==> src/lfu_pkg.sv <==
package lfu_pkg;
  localparam int ENTRIES    = 16;
  localparam int IDX_W      = $clog2(ENTRIES);
  localparam int OCC_W      = $clog2(ENTRIES + 1);
  localparam int COUNT_BITS = 16;
  localparam int KEY_W      = 32;
  localparam int VAL_W      = 32;
  localparam int CAP_W      = 5;
  localparam logic [COUNT_BITS-1:0] COUNT_TOP = '1;
  localparam logic [CAP_W-1:0] CAP_RESET = CAP_W'(16);
  localparam logic REQ_GET = 1'b0;
  localparam logic REQ_PUT = 1'b1;

  typedef struct packed {
    logic load;
    logic scan_start;
    logic scan_step;
    logic update;
  } lfu_cmd_t;

  typedef struct packed {
    logic scan_last;
  } lfu_stat_t;
endpackage

==> src/lfu_req_if.sv <==
interface lfu_req_if;
  import lfu_pkg::*;
  logic valid;
  logic ready;
  logic req_type;
  logic [KEY_W-1:0] key;
  logic signed [VAL_W-1:0] write_value;
  modport source (output valid, req_type, key, write_value, input ready);
  modport sink (input valid, req_type, key, write_value, output ready);
endinterface

==> src/lfu_rsp_if.sv <==
interface lfu_rsp_if;
  import lfu_pkg::*;
  logic valid;
  logic ready;
  logic hit;
  logic signed [VAL_W-1:0] read_value;
  logic evicted;
  logic [KEY_W-1:0] evicted_key;
  modport source (output valid, hit, read_value, evicted, evicted_key, input ready);
  modport sink (input valid, hit, read_value, evicted, evicted_key, output ready);
endinterface

==> src/lfu_cfg_if.sv <==
interface lfu_cfg_if;
  import lfu_pkg::*;
  logic valid;
  logic ready;
  logic [CAP_W-1:0] data;
  modport source (output valid, data, input ready);
  modport sink (input valid, data, output ready);
endinterface

==> src/lfu_ctrl.sv <==
module lfu_ctrl import lfu_pkg::*; (
  input  logic      clk,
  input  logic      rst,
  input  logic      in_valid,
  output logic      in_ready,
  output logic      out_valid,
  input  logic      out_ready,
  output lfu_cmd_t  cmd,
  input  lfu_stat_t stat
);
  localparam logic [1:0] S_IDLE = 2'd0;
  localparam logic [1:0] S_SCAN = 2'd1;
  localparam logic [1:0] S_UPD  = 2'd2;
  localparam logic [1:0] S_OUT  = 2'd3;

  logic [1:0] state, state_next;

  assign in_ready  = (state == S_IDLE);
  assign out_valid = (state == S_OUT);

  always_comb begin
    state_next = state;
    cmd = '0;
    unique case (state)
      S_IDLE: if (in_valid) begin
        cmd.load = 1'b1;
        cmd.scan_start = 1'b1;
        state_next = S_SCAN;
      end
      S_SCAN: begin
        cmd.scan_step = 1'b1;
        if (stat.scan_last) state_next = S_UPD;
      end
      S_UPD: begin
        cmd.update = 1'b1;
        state_next = S_OUT;
      end
      S_OUT: if (out_ready) state_next = S_IDLE;
      default: state_next = S_IDLE;
    endcase
  end

  always_ff @(posedge clk) begin
    if (rst) state <= S_IDLE;
    else state <= state_next;
  end
endmodule

==> src/lfu_dp.sv <==
module lfu_dp import lfu_pkg::*; (
  input  logic                    clk,
  input  logic                    rst,
  input  lfu_cmd_t                cmd,
  output lfu_stat_t               stat,
  input  logic [CAP_W-1:0]        capacity,
  input  logic                    req_type,
  input  logic [KEY_W-1:0]        key,
  input  logic signed [VAL_W-1:0] write_value,
  output logic                    hit,
  output logic signed [VAL_W-1:0] read_value,
  output logic                    evicted,
  output logic [KEY_W-1:0]        evicted_key
);
  logic [ENTRIES-1:0]    vld;
  logic [KEY_W-1:0]      ekey [ENTRIES];
  logic [VAL_W-1:0]      eval [ENTRIES];
  logic [COUNT_BITS-1:0] cnt  [ENTRIES];
  logic [IDX_W-1:0]      rank [ENTRIES];
  logic [OCC_W-1:0]      occ;

  logic              r_put;
  logic [KEY_W-1:0]  r_key;
  logic [VAL_W-1:0]  r_val;
  logic [OCC_W-1:0]  cap;

  // sequential scan state: one entry per cycle
  logic [IDX_W-1:0]      idx;
  logic                  f_hit, f_free, f_vic;
  logic [IDX_W-1:0]      hit_i, free_i, vic_i;
  logic [COUNT_BITS-1:0] vic_cnt;
  logic [IDX_W-1:0]      vic_rank;

  assign stat.scan_last = (idx == IDX_W'(ENTRIES - 1));

  always_ff @(posedge clk) begin
    if (cmd.load) begin
      r_put <= req_type;
      r_key <= key;
      r_val <= write_value;
      cap <= (capacity > CAP_W'(ENTRIES)) ? OCC_W'(ENTRIES) : OCC_W'(capacity);
    end
  end

  always_ff @(posedge clk) begin
    if (cmd.scan_start) begin
      idx <= '0;
      f_hit <= 1'b0;
      f_free <= 1'b0;
      f_vic <= 1'b0;
    end else if (cmd.scan_step) begin
      idx <= idx + 1'b1;
      if (vld[idx]) begin
        if (!f_hit && ekey[idx] == r_key) begin
          f_hit <= 1'b1;
          hit_i <= idx;
        end
        if (!f_vic || cnt[idx] < vic_cnt ||
            (cnt[idx] == vic_cnt && rank[idx] > vic_rank)) begin
          f_vic <= 1'b1;
          vic_i <= idx;
          vic_cnt <= cnt[idx];
          vic_rank <= rank[idx];
        end
      end else if (!f_free) begin
        f_free <= 1'b1;
        free_i <= idx;
      end
    end
  end

  logic              en, do_hit, do_ins, do_ev;
  logic [IDX_W-1:0]  ins_i;
  logic [IDX_W-1:0]  hrank;
  always_comb begin
    en = (cap != '0);
    do_hit = en && f_hit;
    do_ev = en && !f_hit && r_put && (occ >= cap || !f_free) && f_vic;
    do_ins = en && !f_hit && r_put && (do_ev || f_free);
    // after evicting, the lowest free slot is the smaller of the two
    ins_i = free_i;
    if (do_ev && (!f_free || vic_i < free_i)) ins_i = vic_i;
    hrank = rank[hit_i];
  end

  always_ff @(posedge clk) begin
    if (rst) begin
      vld <= '0;
      occ <= '0;
      for (int j = 0; j < ENTRIES; j++) begin
        cnt[j] <= '0;
        rank[j] <= '0;
      end
    end else if (cmd.update) begin
      for (int j = 0; j < ENTRIES; j++) begin
        if (do_hit) begin
          if (IDX_W'(j) == hit_i) begin
            rank[j] <= '0;
            if (cnt[j] != COUNT_TOP) cnt[j] <= cnt[j] + 1'b1;
            if (r_put) eval[j] <= r_val;
          end else if (vld[j] && rank[j] < hrank) begin
            rank[j] <= rank[j] + 1'b1;
          end
        end else if (do_ins) begin
          if (IDX_W'(j) == ins_i) begin
            vld[j] <= 1'b1;
            ekey[j] <= r_key;
            eval[j] <= r_val;
            cnt[j] <= COUNT_BITS'(1);
            rank[j] <= '0;
          end else if (do_ev && IDX_W'(j) == vic_i) begin
            vld[j] <= 1'b0;
            cnt[j] <= '0;
            rank[j] <= '0;
          end else if (vld[j]) begin
            // drop shifts older ones down, insert shifts all up
            if (do_ev && rank[j] > vic_rank) rank[j] <= rank[j];
            else rank[j] <= rank[j] + 1'b1;
          end
        end
      end
      if (do_ins && !do_ev) occ <= occ + 1'b1;
    end
  end

  always_ff @(posedge clk) begin
    if (cmd.update) begin
      hit <= do_hit;
      read_value <= do_hit ? (r_put ? r_val : eval[hit_i]) : '0;
      evicted <= do_ev;
      evicted_key <= do_ev ? ekey[vic_i] : '0;
    end
  end
endmodule

==> src/lfu_cache_replacement.sv <==
// flow: a request is taken only when idle, then a 16-entry scan, the update,
//   and the result is held valid until taken; no new request is taken before that
// scan: one entry per cycle through a single compare unit
// reset: synchronous; all entries invalid, counts and ranks zero, capacity 16
module lfu_cache_replacement import lfu_pkg::*; (
  input logic   clk,
  input logic   rst,
  lfu_cfg_if.sink   cfg,
  lfu_req_if.sink   req,
  lfu_rsp_if.source rsp
);
  lfu_cmd_t  cmd;
  lfu_stat_t stat;
  logic [CAP_W-1:0] capacity;

  assign cfg.ready = 1'b1;
  always_ff @(posedge clk) begin
    if (rst) capacity <= CAP_RESET;
    else if (cfg.valid) capacity <= cfg.data;
  end

  lfu_ctrl u_ctrl (
    .clk(clk), .rst(rst),
    .in_valid(req.valid), .in_ready(req.ready),
    .out_valid(rsp.valid), .out_ready(rsp.ready),
    .cmd(cmd), .stat(stat)
  );

  lfu_dp u_dp (
    .clk(clk), .rst(rst), .cmd(cmd), .stat(stat), .capacity(capacity),
    .req_type(req.req_type), .key(req.key), .write_value(req.write_value),
    .hit(rsp.hit), .read_value(rsp.read_value),
    .evicted(rsp.evicted), .evicted_key(rsp.evicted_key)
  );
endmodule

==> src/flat_wrapper.sv <==
// flat-port wrapper written by rule: the top's interface ports become plain ports
module lfu_cache_replacement_flat import lfu_pkg::*;
  (clk, rst, cfg_valid, cfg_data, cfg_ready, req_valid, req_req_type, req_key, req_write_value, req_ready, rsp_valid, rsp_hit, rsp_read_value, rsp_evicted, rsp_evicted_key, rsp_ready);
  lfu_cfg_if cfg_i ();
  lfu_req_if req_i ();
  lfu_rsp_if rsp_i ();
  input logic clk;
  input logic rst;
  input wire logic [$bits(cfg_i.valid)-1:0] cfg_valid;
  input wire logic [$bits(cfg_i.data)-1:0] cfg_data;
  output wire logic [$bits(cfg_i.ready)-1:0] cfg_ready;
  input wire logic [$bits(req_i.valid)-1:0] req_valid;
  input wire logic [$bits(req_i.req_type)-1:0] req_req_type;
  input wire logic [$bits(req_i.key)-1:0] req_key;
  input wire logic [$bits(req_i.write_value)-1:0] req_write_value;
  output wire logic [$bits(req_i.ready)-1:0] req_ready;
  output wire logic [$bits(rsp_i.valid)-1:0] rsp_valid;
  output wire logic [$bits(rsp_i.hit)-1:0] rsp_hit;
  output wire logic [$bits(rsp_i.read_value)-1:0] rsp_read_value;
  output wire logic [$bits(rsp_i.evicted)-1:0] rsp_evicted;
  output wire logic [$bits(rsp_i.evicted_key)-1:0] rsp_evicted_key;
  input wire logic [$bits(rsp_i.ready)-1:0] rsp_ready;
  assign cfg_i.valid = cfg_valid;
  assign cfg_i.data = cfg_data;
  assign cfg_ready = cfg_i.ready;
  assign req_i.valid = req_valid;
  assign req_i.req_type = req_req_type;
  assign req_i.key = req_key;
  assign req_i.write_value = req_write_value;
  assign req_ready = req_i.ready;
  assign rsp_valid = rsp_i.valid;
  assign rsp_hit = rsp_i.hit;
  assign rsp_read_value = rsp_i.read_value;
  assign rsp_evicted = rsp_i.evicted;
  assign rsp_evicted_key = rsp_i.evicted_key;
  assign rsp_i.ready = rsp_ready;
  lfu_cache_replacement u_core (.clk(clk), .rst(rst), .cfg(cfg_i), .req(req_i), .rsp(rsp_i));
endmodule
==> config.mk <==
export PLATFORM = sky130hd
export DESIGN_NAME = lfu_cache_replacement_flat
export DESIGN_NICKNAME = d
export VERILOG_FILES = /design/src/lfu_pkg.sv /design/src/lfu_req_if.sv /design/src/lfu_rsp_if.sv /design/src/lfu_cfg_if.sv /design/src/lfu_ctrl.sv /design/src/lfu_dp.sv /design/src/lfu_cache_replacement.sv /design/src/flat_wrapper.sv
export SDC_FILE = /design/constraint.sdc
export NUM_CORES = 2
export LEC_CHECK = 0
export BUFFER_PORTS_ARGS = -buffer_cell sky130_fd_sc_hd__buf_2
export CAP_MARGIN = 25
export CORE_ASPECT_RATIO = 0.6
export CORE_UTILIZATION = 50
export CTS_CLUSTER_DIAMETER = 50
export DETAILED_ROUTE_END_ITERATION = 16
export PLACE_DENSITY_LB_ADDON = 0.25
export SLEW_MARGIN = 10
export SYNTH_ARGS = -nofsm -noshare
export SYNTH_HDL_FRONTEND = slang
export SYNTH_SLANG_ARGS = --single-unit
==> constraint.sdc <==
create_clock -name clk -period 8.4 [get_ports clk]
set_clock_uncertainty 0.15 [all_clocks]
set_input_delay 0.42 -clock clk [delete_from_list [all_inputs] [get_ports clk]]
set_output_delay 0.42 -clock clk [all_outputs]
set_load 0.005 [all_outputs]
==> metrics.md <==
| Metric | Value |
|---|---|
| WS Path Type | `reg2reg` |
| Final Hold Fails | `0` |
| Die Y | `301 µm` |
| Total CTS buffers | `roughly 150` |
| Worst-margin pin slew | `about 1.1 ns` |
| Synthesized flop and latch total | `about 1600` |
| Leakage | `approximately 28 nW` |
| Setup TNS | `0 ns` |
| RePlAce Congestion | `~0.98` |
| Fillers | `around 11000` |
| CTS Buffer Depth | `3` |
| Multi-input gate area | `about 27000 µm²` |
| GRT Overall Usage | `between 20% and 30%` |
| Reg area | `about 46000 µm²` |
| Hold path start | `req_key[15]` |
| Final worst setup slack | `around 3.3 ns` |
| Share of cells above drive strength 1 | `between 20% and 30%` |
| Slew HR | `25.3%` |
| Clk sinks | `between 1500 and 2000` |
| Drt drc | `0` |
| Final number of setup-violating endpoints | `0` |
| Number of synthesized flops with an enable pin | `1512` |
| Reg clk slew, reported paths | `about 0.070 ns` |
| Largest net degree at the start of global routing | `approximately 110` |
| Net count, final | `~5100` |
| Max Cap Viol | `0` |
| Sequential share of the synthesized area | `between 60% and 70%` |
| Maximum VDD drop | `roughly 0.19 mV` |
| Ys flop type | `edfxtp_1` |
| Critical Path RT | `8.70 ns` |
| Row cnt | `between 100 and 150` |
| Via density | `6.62` |
| Port bufs | `~140` |
| Final WL | `~220000 µm` |
| Detail Route Antenna Nets | `0` |
| Post-Syn Area | `74500 µm²` |
| Average wire per standard cell | `roughly 32 µm` |
| Die area | `approximately 150000 µm²` |
| Dpl ws | `about 3.2 ns` |
| Max Clk Rate | `approximately 200 MHz` |
| Endpoint type of the worst setup path | `flip-flop` |
| CTS root buf | `clkbuf_16` |
| DRT iter0 DRCs | `~7300` |
| Starting density of the core | `between 50 and 60%` |
| Vias | `around 46000` |
| Final Non-Filler Cells | `7010` |
| Post-CTS setup repair buffer count | `0` |
| Gr ovfl total | `0` |
| Library cells used by synthesis | `87` |
| Fin crit share | `between 60% and 70%` |
| Core Region | `between 100000 and 150000 µm²` |
| Minimum clock period after layout | `just over 5 ns` |
| CTS tree | `built` |
| First-pass iteration count of the detailed router | `10` |
| CP max FO | `between 60 and 70` |
| Commonest cells after routing, fill and taps aside | `edfxtp_1 (1512), mux4_2 (509), nor2_1 (379), nand2_1 (242), ha_1 (177)` |
| Die width | `500 µm` |
| Unrepaired setup endpoints after global routing | `no` |
| Placed cells | `~6600` |
| Async SR Flop Fraction | `0%` |
| Layout Utilization | `a little under three fifths` |
| Hold crit path type | `in2reg` |
| First-pass GRT wire length | `approximately 320000 µm` |
| CTS H-Tree Depth | `4` |
| Number of top-level pins | `approximately 140` |
| Startpoint types | `flip-flop` |
| Worst path arrival time | `between 5 and 6 ns` |
| HPWL Detailed | `around 150000 µm` |
| CTS resizes | `0` |
| Final slew viol count | `0` |
| Net count after synthesis | `4888` |
| PD cells | `around 240 nW/µm²` |
| Pwr Total | `slightly below 20 mW` |
| Vias in the first global route | `about 44000` |
| Mapped Avg Cell Area | `16.1 µm²` |
| Outcome | `finished, final reports clean` |
| Clk_lat worst skew | `between 0.8 and 0.9 ns` |
| Area Overhead vs Synth | `12.1%` |
| Ys Warns | `0` |
| Initial antenna violation count | `6` |
| Commonest non-fill, non-tap cell in the layout | `edfxtp_1` |
| Synth Instances | `4635` |
where the power goes:
group,switching (mW),internal [mW]
clock network,3.10,3.84
registers,0.609,9.11
logic,1.96,1.24
total,5.67,14.2
what timing repair did:
action / 4_1_cts / 5_1_grt
endpoints found under the setup margin: 0 / 0
endpoints found under the hold margin: 72 / 0
hold buffers: 78 / 0
sequential cells by signal, summed over array words and instances (netlist names), 32 cells and up, named ones only:
name and flops:
u_core.u_dp.evicted_key 32, u_core.u_dp.read_value 32, u_core.u_dp.eval 512, u_core.u_dp.r_key 32
u_core.u_dp.cnt 256, u_core.u_dp.rank 64, u_core.u_dp.r_val 32, u_core.u_dp.ekey 512
layout make-up:
class	instances	share of cell area [%]
timing repair buffer	323	2.87
inverter	112	0.508
antenna	4	0.0120
sequential	1555	55.4
multi-input combinational	2739	32.3
clock inverter	91	1.13
tap	1998	2.99
clock buffer	188	4.79
stage by stage:
| step | hold WS [ns] | area, µm² |
|---|---|---|
| floorplan | 0.288 | 74500 |
| global placement | 0.318 | 77600 |
| detailed placement | 0.335 | 77700 |
| CTS | 0.0831 | 83500 |
| global route | 0.127 | 83600 |
| finish | 0.161 | 83600 |
path summary, 6_finish.rpt:
| kind | to | slack (ns) | depth (start not counted) |
|---|---|---|---|
| setup / recovery | u_core.u_dp.rank[3][2] | 3.31 | 10 |
| hold / removal | u_core.u_dp.r_key[15] | 0.16 | 2 |
| setup reg to reg | u_core.u_dp.rank[3][2] | 3.31 | 10 |
| hold reg to reg | u_core.u_dp.occ[4] | 0.39 | 2 |
layer usage:
layer	vias up	GRT usage [%]	part of all wire, %
met2	3104	37.1	39
met3	261	12.3	16
met4	4	6.21	1.6
met5	-	0	0.025
met1	23933	47.6	44
li1	19098	-	-
synth_stat cells (50+ instances only):
master | count | area (µm²)
xnor2_1 | 123 | 1080
mux4_2 | 509 | 11500
nor2b_1 | 51 | 319
nand2_1 | 244 | 916
and3_1 | 90 | 563
nand4_1 | 50 | 313
a21oi_1 | 72 | 360
nor3_1 | 56 | 280
nor2_1 | 385 | 1450
clkbuf_1 | 123 | 462
edfxtp_1 | 1512 | 45400
inv_1 | 108 | 405
xor2_1 | 159 | 1390
nand3_1 | 151 | 756
o21ai_0 | 115 | 576
ha_1 | 178 | 2230
mux2i_1 | 67 | 671
worst max-delay path, cell delays in order, from the launching register on:
cell	delay [ns]
dfxtp_4	0.51
buf_4	0.79
mux4_2	0.41
mux4_2	0.47
inv_1	0.72
ha_1	0.38
a211oi_1	0.20
o21ai_0	0.11
a311oi_1	0.37
nor3b_1	0.09
a22oi_1	0.46
kinds of logic after synthesis:
kind of cell             Yosys count  share of synthesized area [%]
AO/OA/AOI/OAI                    454                           4.12
XOR/XNOR                         282                           3.31
adder cells (fa/ha/maj)          178                           2.99
buffers and inverters            341                           2.10
flip-flops                      1555                           62.1
multiplexers                     632                           17.6
other                              1                        0.00503
AND/OR/NAND/NOR                 1192                           7.76
(Power assumes the default switching activity.)
